$ cat src/hdl/srtsd_pkg.sv
// ----------------------------------------------------------------------------
// Sorted record table package
// Request, result and record types, action codes and status codes shared by
// the sorted record table and anything that drives it.
// ----------------------------------------------------------------------------
`default_nettype none

package srtsd_pkg;

    localparam int KEY_W    = 31;
    localparam int HALF_W   = 16;
    localparam int ACTION_W = 2;
    localparam int STATUS_W = 2;
    localparam int POS_W    = 6;
    localparam int COUNT_W  = 7;

    localparam logic [ACTION_W-1:0] ACT_APPEND = 2'd0;
    localparam logic [ACTION_W-1:0] ACT_SEARCH = 2'd1;
    localparam logic [ACTION_W-1:0] ACT_DELETE = 2'd2;
    localparam logic [ACTION_W-1:0] ACT_CLEAR  = 2'd3;

    localparam logic [STATUS_W-1:0] STAT_OK        = 2'd0;
    localparam logic [STATUS_W-1:0] STAT_NOT_FOUND = 2'd1;
    localparam logic [STATUS_W-1:0] STAT_FULL      = 2'd2;

    typedef struct packed {
        logic [ACTION_W-1:0] action;
        logic [KEY_W-1:0]    key;
        logic [HALF_W-1:0]   free_slots_in;
        logic [HALF_W-1:0]   fee_in;
    } req_t;

    typedef struct packed {
        logic [STATUS_W-1:0] status;
        logic [POS_W-1:0]    position;
        logic [HALF_W-1:0]   free_slots_out;
        logic [HALF_W-1:0]   fee_out;
        logic [COUNT_W-1:0]  entry_count;
    } res_t;

    typedef struct packed {
        logic [KEY_W-1:0]  key;
        logic [HALF_W-1:0] free_slots;
        logic [HALF_W-1:0] fee;
    } rec_t;

endpackage

`default_nettype wire

$ cat src/hdl/sorted_record_table_search_delete.sv
// ----------------------------------------------------------------------------
// Sorted record table with binary search and shift delete
// Holds up to DEPTH records in descending key order in a single-port-read,
// single-port-write memory, and runs append, search, delete and clear.
// ----------------------------------------------------------------------------
// A request is taken when start is high and busy is low, and exactly one
// result follows, shown for a single cycle with done high; the receiver
// cannot stall it and must take it in that cycle. Append and clear leave busy
// low, and their result appears in the cycle after the request. Search is
// a binary search in which every probe is one memory read in ST_PROBE and
// one key comparison in ST_CMP. On a match, delete then moves every record
// above the matched one down by one address in ST_SHIFT, reading one record
// and writing the one read before it, so the memory moves one record per
// cycle, and then lowers the entry count. Busy stays high for the whole of a
// search or delete.
`default_nettype none

module sorted_record_table_search_delete #(
    parameter int DEPTH = 64
) (
    input  wire logic             clk,
    input  wire logic             rst_n,
    input  wire logic             start,
    output logic                  busy,
    input  wire srtsd_pkg::req_t  req,
    output logic                  done,
    output srtsd_pkg::res_t       result
);

    localparam int AW = (DEPTH > 1) ? $clog2(DEPTH) : 1;
    localparam int CW = $clog2(DEPTH + 1);
    localparam logic [CW-1:0] DEPTH_C = CW'(DEPTH);

    typedef enum logic [1:0] {
        ST_IDLE,
        ST_PROBE,
        ST_CMP,
        ST_SHIFT
    } state_t;

    srtsd_pkg::rec_t mem [DEPTH];
    srtsd_pkg::rec_t rd_data_reg;

    state_t          state_reg,    state_next;
    logic [CW-1:0]   count_reg,    count_next;
    logic [CW-1:0]   lo_reg,       lo_next;
    logic [CW-1:0]   hi1_reg,      hi1_next;
    logic [CW-1:0]   mid_reg,      mid_next;
    logic [CW-1:0]   ptr_reg,      ptr_next;
    logic [AW-1:0]   wr_addr_reg,  wr_addr_next;
    logic            pend_reg,     pend_next;
    logic            delete_reg,   delete_next;
    logic [srtsd_pkg::KEY_W-1:0] key_reg, key_next;
    logic            done_reg,     done_next;
    srtsd_pkg::res_t res_reg,      res_next;

    logic            mem_we;
    logic [AW-1:0]   mem_wa;
    srtsd_pkg::rec_t mem_wd;
    logic            rd_en;
    logic [AW-1:0]   rd_addr;
    logic [CW:0]     mid_sum;

    assign mid_sum = {1'b0, lo_reg} + {1'b0, hi1_reg} - (CW+1)'(1);

    always_comb
    begin
        state_next   = state_reg;
        count_next   = count_reg;
        lo_next      = lo_reg;
        hi1_next     = hi1_reg;
        mid_next     = mid_reg;
        ptr_next     = ptr_reg;
        wr_addr_next = wr_addr_reg;
        pend_next    = pend_reg;
        delete_next  = delete_reg;
        key_next     = key_reg;
        res_next     = res_reg;
        done_next    = 1'b0;
        mem_we       = 1'b0;
        mem_wa       = '0;
        mem_wd       = '0;
        rd_en        = 1'b0;
        rd_addr      = '0;

        case (state_reg)
            ST_IDLE:
            begin
                if (start)
                begin
                    res_next = '0;
                    key_next = req.key;
                    case (req.action)
                        srtsd_pkg::ACT_APPEND:
                        begin
                            done_next = 1'b1;
                            if (count_reg == DEPTH_C)
                            begin
                                res_next.status      = srtsd_pkg::STAT_FULL;
                                res_next.entry_count = srtsd_pkg::COUNT_W'(count_reg);
                            end
                            else
                            begin
                                mem_we                  = 1'b1;
                                mem_wa                  = count_reg[AW-1:0];
                                mem_wd.key              = req.key;
                                mem_wd.free_slots       = req.free_slots_in;
                                mem_wd.fee              = req.fee_in;
                                count_next              = count_reg + CW'(1);
                                res_next.status         = srtsd_pkg::STAT_OK;
                                res_next.position       = srtsd_pkg::POS_W'(count_reg);
                                res_next.free_slots_out = req.free_slots_in;
                                res_next.fee_out        = req.fee_in;
                                res_next.entry_count    =
                                    srtsd_pkg::COUNT_W'(count_reg + CW'(1));
                            end
                        end
                        srtsd_pkg::ACT_SEARCH,
                        srtsd_pkg::ACT_DELETE:
                        begin
                            delete_next = (req.action == srtsd_pkg::ACT_DELETE);
                            lo_next     = '0;
                            hi1_next    = count_reg;
                            state_next  = ST_PROBE;
                        end
                        default:
                        begin
                            count_next           = '0;
                            res_next.status      = srtsd_pkg::STAT_OK;
                            res_next.entry_count = '0;
                            done_next            = 1'b1;
                        end
                    endcase
                end
            end

            ST_PROBE:
            begin
                if (lo_reg < hi1_reg)
                begin
                    mid_next   = mid_sum[CW:1];
                    rd_en      = 1'b1;
                    rd_addr    = mid_sum[AW:1];
                    state_next = ST_CMP;
                end
                else
                begin
                    res_next.status      = srtsd_pkg::STAT_NOT_FOUND;
                    res_next.entry_count = srtsd_pkg::COUNT_W'(count_reg);
                    done_next            = 1'b1;
                    state_next           = ST_IDLE;
                end
            end

            ST_CMP:
            begin
                if (rd_data_reg.key == key_reg)
                begin
                    res_next.status         = srtsd_pkg::STAT_OK;
                    res_next.position       = srtsd_pkg::POS_W'(mid_reg);
                    res_next.free_slots_out = rd_data_reg.free_slots;
                    res_next.fee_out        = rd_data_reg.fee;
                    if (delete_reg)
                    begin
                        ptr_next   = mid_reg + CW'(1);
                        pend_next  = 1'b0;
                        state_next = ST_SHIFT;
                    end
                    else
                    begin
                        res_next.entry_count = srtsd_pkg::COUNT_W'(count_reg);
                        done_next            = 1'b1;
                        state_next           = ST_IDLE;
                    end
                end
                else if (rd_data_reg.key > key_reg)
                begin
                    lo_next    = mid_reg + CW'(1);
                    state_next = ST_PROBE;
                end
                else
                begin
                    hi1_next   = mid_reg;
                    state_next = ST_PROBE;
                end
            end

            ST_SHIFT:
            begin
                if (pend_reg)
                begin
                    mem_we = 1'b1;
                    mem_wa = wr_addr_reg;
                    mem_wd = rd_data_reg;
                end
                if (ptr_reg < count_reg)
                begin
                    rd_en        = 1'b1;
                    rd_addr      = ptr_reg[AW-1:0];
                    wr_addr_next = AW'(ptr_reg - CW'(1));
                    ptr_next     = ptr_reg + CW'(1);
                    pend_next    = 1'b1;
                end
                else
                begin
                    pend_next = 1'b0;
                    if (!pend_reg)
                    begin
                        count_next           = count_reg - CW'(1);
                        res_next.entry_count =
                            srtsd_pkg::COUNT_W'(count_reg - CW'(1));
                        done_next            = 1'b1;
                        state_next           = ST_IDLE;
                    end
                end
            end

            default:
            begin
                state_next = ST_IDLE;
            end
        endcase
    end

    always_ff @(posedge clk or negedge rst_n)
    begin
        if (!rst_n)
        begin
            state_reg   <= ST_IDLE;
            count_reg   <= '0;
            done_reg    <= 1'b0;
            pend_reg    <= 1'b0;
            delete_reg  <= 1'b0;
            lo_reg      <= '0;
            hi1_reg     <= '0;
            mid_reg     <= '0;
            ptr_reg     <= '0;
            wr_addr_reg <= '0;
            key_reg     <= '0;
            res_reg     <= '0;
        end
        else
        begin
            state_reg   <= state_next;
            count_reg   <= count_next;
            done_reg    <= done_next;
            pend_reg    <= pend_next;
            delete_reg  <= delete_next;
            lo_reg      <= lo_next;
            hi1_reg     <= hi1_next;
            mid_reg     <= mid_next;
            ptr_reg     <= ptr_next;
            wr_addr_reg <= wr_addr_next;
            key_reg     <= key_next;
            res_reg     <= res_next;
        end
    end

    always_ff @(posedge clk)
    begin
        if (mem_we)
        begin
            mem[mem_wa] <= mem_wd;
        end
        if (rd_en)
        begin
            rd_data_reg <= mem[rd_addr];
        end
    end

    assign busy   = (state_reg != ST_IDLE);
    assign done   = done_reg;
    assign result = res_reg;

endmodule

`default_nettype wire
$ cat config.mk
export PLATFORM = sky130hd
export DESIGN_NAME = sorted_record_table_search_delete
export DESIGN_NICKNAME = d
export VERILOG_FILES = /design/src/hdl/srtsd_pkg.sv /design/src/hdl/sorted_record_table_search_delete.sv
export SDC_FILE = /design/constraint.sdc
export NUM_CORES = 2
export LEC_CHECK = 0
export ABC_AREA = 0
export BUFFER_PORTS_ARGS = -buffer_cell sky130_fd_sc_hd__buf_2
export CELL_PAD_IN_SITES_DETAIL_PLACEMENT = 0
export CELL_PAD_IN_SITES_GLOBAL_PLACEMENT = 1
export CORE_ASPECT_RATIO = 1.5
export CORE_MARGIN = 2
export CORE_UTILIZATION = 35
export CTS_BUF_LIST = sky130_fd_sc_hd__clkbuf_16
export DETAILED_ROUTE_END_ITERATION = 16
export PLACE_DENSITY = 0.64
export REMOVE_ABC_BUFFERS = 1
export SETUP_SLACK_MARGIN = 0.2
export SLEW_MARGIN = 40
export SYNTH_ARGS = -nofsm -noshare
export SYNTH_HDL_FRONTEND = slang
export SYNTH_SLANG_ARGS = --single-unit
$ cat constraint.sdc
create_clock -name clk -period 10.4 [get_ports clk]
set_input_delay 1.56 -clock clk [delete_from_list [all_inputs] [get_ports clk]]
set_output_delay 1.56 -clock clk [all_outputs]
set_load 0.01 [all_outputs]
==> summary.txt <==
Run status
  • Outcome: complete, no violations

Timing
  • RSZ-0062 raised after global routing: no
  • Setup violations, final: 0
  • Final hold vios: 0
  • Rel. slew slack: 0.3524
  • Crit path time final: 6.377 ns
  • Max Fclk: 156.8 MHz
  • Clock Skew: 0.1116 ns
  • Final period util: 0.6131
  • Final setup TNS: 0 ns
  • Slew Limit Fails: 0
  • Worst slew pin tran: 0.9713 ns

Finish
  • Most common cell after layout, fill and taps aside: edfxtp_1
  • Final core occ: 0.4054
  • Max FFs per register: 4,032
  • Final #Nets: 8,015
  • Most frequent cells in the layout: edfxtp_1, mux4_2, a22oi_1
  • Syn-to-layout area delta: 15.34%
  • Layout cells sized above 1: 0.2680

Clocking
  • Clock Latency Late Sink: 1.00 ns
  • CTS buffer count: 385
  • H-tree Lvls: 5
  • Clk slew on worst S/H paths: ~0.07 ns
  • CTS tree: built
  • Hold Buf Count CTS: 0
  • CTS sink cnt: 4,219
  • Post-CTS Setup Inserts: 0
  • PostCTS Resize Cnt: 0
  • Longest Clk Path Bufs: 4
  • Root buffer cell: clkbuf_16

Setup path
  • Crit path capture type: flop
  • Worst setup startpoint: count_reg[4]$_DFFE_PN0P_
  • Crit Path Class: reg2reg
  • Critical path arrival: 7.02 ns
  • Reg2reg end: rd_data_reg[10]$_DFFE_PP_
  • Max stage delay on crit path: approximately 0.74 ns
  • Critical path required time: 11.05 ns
  • R2R depth: 13
  • Setup slack, reg-to-reg: 4.02 ns
  • Worst Setup EP: rd_data_reg[10]$_DFFE_PP_
  • Reg2reg start: count_reg[4]$_DFFE_PN0P_
  • Critical Path Fanout Max: 85
  • Worst-path cell chain: inv_1 -> ha_1 -> a211oi_1 -> o21bai_1 -> a211o_1 -> o22ai_4 -> buf_4 -> buf_12 -> buf_16 -> mux4_2 -> a22oi_1 -> a21oi_1 -> or4_1
  • Element type at the critical path start: flop
  • Worst path slowest cell: buf_4

Routing
  • Final wirelength: 493,900 um
  • DRT Pass-1 Iters: 6
  • Antenna viol nets, final: 0
  • WL/cell: between 30 and 40 um
  • Metal3 WL: approximately 38,000 um
  • Drt initial violations: 10,010
  • Vias per cell: 5.787
  • Top Metal Used: met5
  • DRC: 0
  • Total number of vias: 83,000
  • Met2 wire len: 258,800 um
  • Routed length on met1: between 150,000 and 200,000 um

Yosys
  • Yosys reg bits: 4,219
  • FFs w/ async S/R, synth: 0.02939
  • Seq/Total Area, Yosys: 0.7794
  • Post-synthesis cell type count: 63
  • Dominant cells by area after synthesis: edfxtp_1, mux4_2, a22oi_1, dfrtp_1, a21oi_1
  • Post-synth EDFFs: 4,095
  • Post-synth top area share: 0.7602
  • Post-Syn Area: approximately 160,000 um^2
  • Avg Inst Size Synth: between 20 and 25 um^2
  • Ys Warns: 0
  • Cell taking the most area after synthesis: edfxtp_1
  • Post-Syn Instances: 7,448
  • Most used DFF post-synth: edfxtp_1

Die
  • Die X: 559.1 um
  • CORE AREA: 460,200 um^2
  • I/O pin count: 117
  • Die area: 467,700 um^2
  • Initial Util: 0.3515
  • Die height: 836.6 um
  • Rows: 305

Pwr
  • Peak supply drop: between 0.5 and 0.6 mV
  • Pwr Density: ~320 nW/um^2
  • Pleak: 61.08 nW
  • Overall power: 59.05 mW

Placement
  • Port buffer count: 116
  • Detailed Place HPWL: 270,900 um
  • Routability cong.: 0.7947

GRT
  • Initial antenna violation count: 37
  • Grt total ovfl: 0
  • Vias in the first global route: 83,960
  • Largest net degree at the start of global routing: 105
  • First-pass GRT wire length: 679,900 um
  • All-Layer GR Usage: 0.2066

Hold path
  • HP Start: result[1]$_DFFE_PN0P_
  • Worst Hold Class: reg2reg

Job
  • Max-cap violations: 0
==> cell type report <==
cell class / count / area (um^2)
inverters: 80 / 301.5
multi-input cells: 2708 / 34590
flip-flops and latches: 4219 / 126100
clock buffers: 389 / 9734
clock inverters: 308 / 2613
repair buffers: 486 / 5538
diodes: 12 / 30.03
fillers: 40270 / 273700
well taps: 6140 / 7682
==> Yosys cell counts, types with 7 or more instances <==
master and instances:
and3_1 44, xnor2_1 12, buf_4 16, a32oi_1 32, a21o_1 13, ha_1 66
nand4_1 8, o32a_1 7, xor2_1 9, buf_1 48, nand3_1 25, nand2b_1 7
o21ai_0 74, edfxtp_1 4095, nor2_1 217, nor2b_1 7, and2_1 7, nor3_1 11
clkbuf_1 275, o21a_1 10, a22oi_1 541, or4_1 65, nand2_1 97, o22ai_1 9
dfrtp_1 124, mux4_2 1008, a21oi_1 363, inv_1 79, buf_2 98
==> where the power goes <==
part           leakage (nW)  internal, mW  switching, mW
registers              41.2          19.5          0.450
logic                  13.5          9.92           15.0
clock network          6.30          7.85           6.35
total                  61.1          37.3           21.8
==> cells by family after synthesis <==
logic type / count (synthesis) / synth area share
flip-flops: 4219 / 0.7794
AO/OA/AOI/OAI: 1099 / 0.04481
multiplexers: 1018 / 0.1410
buffers and inverters: 521 / 0.01341
AND/OR/NAND/NOR: 501 / 0.01486
adder cells (fa/ha/maj): 69 / 0.005353
XOR/XNOR: 21 / 0.001137
==> metrics by stage <==
stage / setup slack, ns / cell area, um^2 / hold slack [ns] / std cells
after floorplan: -86.24 / 159900 / 0.4497 / 7007
after global placement: 3.826 / 171300 / 0.4718 / 13510
after detailed placement: 4.109 / 174100 / 0.4728 / 13630
after CTS: 4.015 / 186400 / 0.4881 / 14330
after global routing: 3.824 / 186500 / 0.5160 / 14330
final: 4.023 / 186600 / 0.4780 / 14340
==> layer usage <==
metal,vias to the layer above,track usage
li1,32480,-
met1,45630,0.2536
met2,3984,0.3692
met3,874,0.03151
met4,28,0.07165
met5,-,0
==> worst min path at each step <==
stage               slack, ns  depth (start not counted)                    endpoint
finish                   0.48                          2       result[1]$_DFFE_PN0P_
global route             0.52                          1      hi1_reg[1]$_DFFE_PN0P_
CTS                      0.49                          2       result[1]$_DFFE_PN0P_
detailed placement       0.47                          2       result[1]$_DFFE_PN0P_
global placement         0.47                          2  wr_addr_reg[0]$_DFFE_PN0P_
floorplan                0.45                          2  wr_addr_reg[4]$_DFFE_PN0P_
==> worst max-delay path, delay by kind of cell (launching register included) <==
family | cells | cell delay, ns
AOI/OAI and AO/OA | 6 | 1.79
and+or+nand+nor | 1 | 0.57
DFF | 1 | 0.73
buffers and inverters | 4 | 1.84
adders and majority gates | 1 | 0.37
muxes | 1 | 0.40
No activity file was read; power rests on OpenSTA's default activity.
